--- src/hdl/aech_ram.sv ---
// ----------------------------------------------------------------------------
// aech_ram
// Generic single-port RAM with registered read.
// ----------------------------------------------------------------------------
`default_nettype none

module aech_ram #(
  parameter int WIDTH = 32,
  parameter int DEPTH = 64
) (
  input  logic                                     clk,
  input  logic                                     we,
  input  logic [((DEPTH > 1) ? $clog2(DEPTH) : 1)-1:0] addr,
  input  logic [WIDTH-1:0]                         wdata,
  output logic [WIDTH-1:0]                         rdata
);

  logic [WIDTH-1:0] mem [DEPTH];

  always_ff @(posedge clk) begin
    if (we) begin
      mem[addr] <= wdata;
    end
    rdata <= mem[addr];
  end

endmodule

`default_nettype wire

--- config.mk ---
export PLATFORM = sky130hd
export DESIGN_NAME = aech_ram
export DESIGN_NICKNAME = d
export VERILOG_FILES = /design/src/hdl/aech_ram.sv
export SDC_FILE = /design/constraint.sdc
export NUM_CORES = 2
export LEC_CHECK = 0
export BUFFER_PORTS_ARGS = -buffer_cell sky130_fd_sc_hd__clkbuf_2
export CELL_PAD_IN_SITES_DETAIL_PLACEMENT = 1
export CELL_PAD_IN_SITES_GLOBAL_PLACEMENT = 2
export CORE_ASPECT_RATIO = 1.25
export CORE_MARGIN = 1
export CORE_UTILIZATION = 45
export CTS_CLUSTER_SIZE = 25
export DETAILED_ROUTE_END_ITERATION = 10
export HOLD_SLACK_MARGIN = 0.08
export PLACE_DENSITY = 0.76
export RECOVER_POWER = 50
export SLEW_MARGIN = 25
export SYNTH_ARGS = -nofsm -noshare
export SYNTH_HDL_FRONTEND = slang
export SYNTH_SLANG_ARGS = --single-unit
--- constraint.sdc ---
create_clock -name clk -period 9.8 [get_ports clk]
set_input_delay 0.98 -clock clk [delete_from_list [all_inputs] [get_ports clk]]
set_output_delay 0.98 -clock clk [all_outputs]
set_load 0.02 [all_outputs]
# Word level (Yosys, flattened, before mapping)
# Memory sizes are Yosys's and may differ from the RTL's. A register that Yosys moved wholly into a read port is not among the register bits.
# Cells that the tools add are included.
# totals
out_inout_bits	32
mem_bits_rw	2048
ff_bits	0
inputBits	40
word_cells	3
mem_count	1
# classes
muxes	2
# memory_table
name	words	word_bits	rd	rd_clocked_by_memory_dff	write_ports	line	source
mem	64	32	1	1	1	18	logic [WIDTH-1:0] mem [DEPTH];
# ops
cell	n
1-bit two-way mux	2

# Logic depth before layout (Yosys ltp)
# depth
ltp_word	2
ltp_mapped	13
mapped_depth_nobuf	6

# Worst setup path before layout
# Ideal clock, no wire load.
# synth_path
path_kind	in2reg
from	input addr[2] (netlist bit)
to	memory mem[15][0], enable pin
slack_ns	5.581
required_ns	9.379
path_stages	8
n_path_buf	6
setup_ns	0.421
arrival_time_ns	3.798
cell_sequence	buf_2 > buf_2 > buf_2 > buf_2 > buf_2 > buf_2 > nand3_1 > nor2_1
# synth_rtl
element	line	source
start, declared	13	input logic [((DEPTH > 1) ? $clog2(DEPTH) : 1)-1:0] addr,
end, declared	18	
# Straight into the memory's write port.

==> flow_metrics.tcl <==
set metrics [dict create \
    worstPathMaxFanout 68 \
    cts_sinks 2080 \
    htreeDepth 4 \
    violations "max-capacitance violations, max-slew violations" \
    cts.clk_slew.worst_paths_ns 0.06 \
    netlist-cell-type-count 56 \
    r2r_cells 5 \
    antenna_found_initial 20 \
    rsz0062_at_grt "false" \
    synth_edf_count 2048 \
    num-nets-final 4400 \
    finalWirelength_mm 236 \
    min_to "rdata[5]$_DFF_P_" \
    syn_nets 4279 \
    yosysTopAreaCell "edfxtp_1" \
    min_path_cells 3 \
    grt_busiest_layer "met2" \
    fp.dieH_um 470 \
    initialDrtViolationCount 5228 \
    relSlewSlack_pct -167 \
    hold_viol 0 \
    ctsHoldBuffers 0 \
    setup_viol 0 \
    routabilityCongestion 0.846 \
    clk_path_buf_depth 3 \
    r2r_slack_ns 7.10 \
    final_cells 6861 \
    r2r-end "rdata[9]$_DFF_P_" \
    synthCells 4239 \
    drv_cap 32 \
    drc 0 \
    status "finished with violations" \
    nFillCells 15600 \
    grt_max_degree 112 \
    vias 43500 \
    worst-slew-pin-transition_ns 4.01 \
    synth_ff_type "edfxtp_1" \
    min_path_type "reg -> reg" \
    placed_cells 6499 \
    setup_tns_ns 0 \
    timing.fmax_ghz 0.233 \
    ant_nets 0 \
    met2_usage_pct 44.0 \
    synthTopCellsByArea "edfxtp_1, mux2i_1, mux4_2" \
    grtUsageTotal_pct 26.4 \
    insertion_delay_ns 0.87 \
    syn_area_per_cell_um2 18.6 \
    initial_core_util_pct 45.4 \
    cts_inserted_buffers 194 \
    hpwlAfterDp_mm 137 \
    worstSetupPathType "in -> reg" \
    power.density_nw_per_um2 208 \
    hold_start "mem[32][5]$_DFFE_PP_" \
    cts_setup_buffers 0 \
    met3_usage_pct 4.53 \
    grt_pass1_vias 44200 \
    grt_overflow 0 \
    portBuffers 71 \
    die_w_um 377 \
    met1_usage_pct 35.5 \
    endpoint_kind "register" \
    ys_warn_count 0 \
    finalCriticalPeriod_ns 4.30 \
    synth_top_area_share_pct 77.9 \
    viasPerCell 6.34 \
    skew_ns 0.0316 \
    io_pins 72 \
    cts_resized 0 \
    grt_pass1_wl_mm 333 \
    rows 171 \
    coreArea_um2 174000 \
    die_area_um2 177000 \
    syn_area_um2 78900 \
    drive_gt1_share_pct 16.7 \
    report.final.slew_viol_count 2080 \
    root_buffer "clkbuf_16" \
    route.detailed.wl_per_inst_um 34.4 \
    cp-start-kind "input port" \
    power_leakage_nw 28.3 \
    peakVddDrop_v 0.000204 \
    period_share_pct 43.9 \
    required_ns 10.50 \
    cts_tree "done" \
    cp_data_arrival_time_ns 5.00 \
    ys_ff_latch 2080 \
    timing.rr.start "mem[28][9]$_DFFE_PP_" \
    areaGrowthSynthToFinish_pct 12.8 \
    firstDrtPassIters 7 \
    ys_seq_area_share_pct 78.7 \
    synth_async_sr_flop_share_pct 0 \
]
per-stage QoR:
| stage | cell area [um^2] | setup WS, ns | power [mW] | hold slack [ns] | util [%] |
|---|---|---|---|---|---|
| 3_5_place_dp | 82900 | 4.81 | 11.1 | 0.671 | 47.7 |
| 2_1_floorplan | 78900 | 5.58 | 10.6 | 0.564 | - |
| 5_1_grt | 89100 | 5.46 | 18.9 | 0.724 | 51.2 |
| 6_report | 89100 | 5.50 | 18.5 | 0.694 | 51.2 |
| 3_3_place_gp | 82600 | 4.75 | 11.1 | 0.635 | 47.5 |
| 4_1_cts | 89200 | 5.69 | 18.5 | 0.692 | 51.3 |
layout by cell type, fill, tap and decap left out, types with 9 or more instances in the layout:
cell and count:
a31oi_1 43, a22o_1 66, o22a_1 70, nand3_1 52, dfxtp_1 32, buf_4 107, mux2_2 147, a221o_1 15
mux2i_1 259, clkinv_1 51, a21oi_1 121, o21ai_0 84, mux4_2 96, a22oi_1 188, and3_1 85, or4b_1 14
o22ai_1 93, nor3_1 19, clkbuf_16 196, o2bb2ai_1 15, buf_16 9, clkbuf_1 110, a222oi_1 16, clkinv_2 26
clkbuf_2 34, nand2_1 27, nor2_4 68, nand2b_1 15, nor4_1 14, a211oi_1 17, nor2_1 76, bufinv_16 19
a2111oi_0 15, edfxtp_1 2048, a221oi_1 175, or4_1 15
cells in the mapped netlist, types with 2 or more instances:
library cell / instances
mux2i_1: 259
and2_1: 5
buf_6: 2
a21oi_1: 121
o2bb2ai_1: 15
a2111oi_0: 15
nand2b_1: 18
and3_1: 85
dfxtp_1: 32
buf_12: 3
a211oi_1: 17
buf_2: 83
nand3b_1: 2
clkbuf_1: 168
a22oi_1: 188
buf_1: 33
nor2_1: 145
o21ai_0: 84
or3_1: 4
or4b_1: 14
and3b_1: 2
a221o_1: 15
a222oi_1: 16
a31oi_1: 43
nand3_1: 54
edfxtp_1: 2048
mux2_2: 147
nand4_1: 3
or4_1: 15
o22ai_1: 93
buf_4: 8
nor2b_1: 8
nand2_1: 28
o311ai_0: 2
nor4_1: 14
o221ai_1: 6
nor3_1: 22
a221oi_1: 175
mux4_2: 96
a22o_1: 66
o22a_1: 70
flip-flops by register name, summed over array words and instances, names as in the netlist:
register and cells:
mem 2048, rdata 32
per-layer routing:
| metal | vias up | share of wire (%) |
|---|---|---|
| met2 | 1972 | 50 |
| met4 | 4 | 2.7 |
| met5 | - | 0.011 |
| met3 | 305 | 8.0 |
| li1 | 17900 | - |
| met1 | 23400 | 39 |
final cells by class:
type                       instances  area (um^2)  area share (%)
timing repair buffer             223         1600            1.80
multi-input combinational       1859        16100            18.0
antenna                            3         7.51         0.00843
clock inverter                   113         1170            1.31
clock buffer                     246         5140            5.77
tap                             2335         2920            3.28
sequential                      2080        62100            69.8
inverter                           2         15.0          0.0169
worst max path at each step:
| stage | slack, ns | endpoint | start |
|---|---|---|---|
| final | 5.50 | rdata[22]$_DFF_P_ | addr[2] |
| after global routing | 5.46 | rdata[24]$_DFF_P_ | addr[2] |
| after CTS | 5.69 | mem[5][18]$_DFFE_PP_ | addr[0] |
| after detailed placement | 4.81 | mem[5][24]$_DFFE_PP_ | addr[0] |
| after global placement | 4.75 | rdata[14]$_DFF_P_ | addr[2] |
| after floorplan | 5.58 | mem[15][0]$_DFFE_PP_ | addr[2] |
worst max-delay path, stage by stage:
cell and delay [ns]:
buf_8 0.45, buf_4 0.73, inv_1 0.58, and3_1 0.31, nor4_1 0.60, a31oi_1 0.15
a2111oi_0 0.88, nand3_1 0.15
power breakdown:
group | internal, mW | switching (mW)
logic | 0.267 | 0.730
clock network | 4.23 | 3.33
registers | 9.88 | 0.0454
cells by family (layout without fill, tap and decap cells):
kind of cell,count (synthesis),in the layout,share of synthesized area [%]
muxes,502,502,8.12
and+or+nand+nor,424,424,2.81
DFF,2080,2080,78.7
AOI/OAI and AO/OA,933,933,8.66
buffers and inverters,300,584,1.68
other,0,3,0
Note: power is estimated with default switching activity, not from simulation.
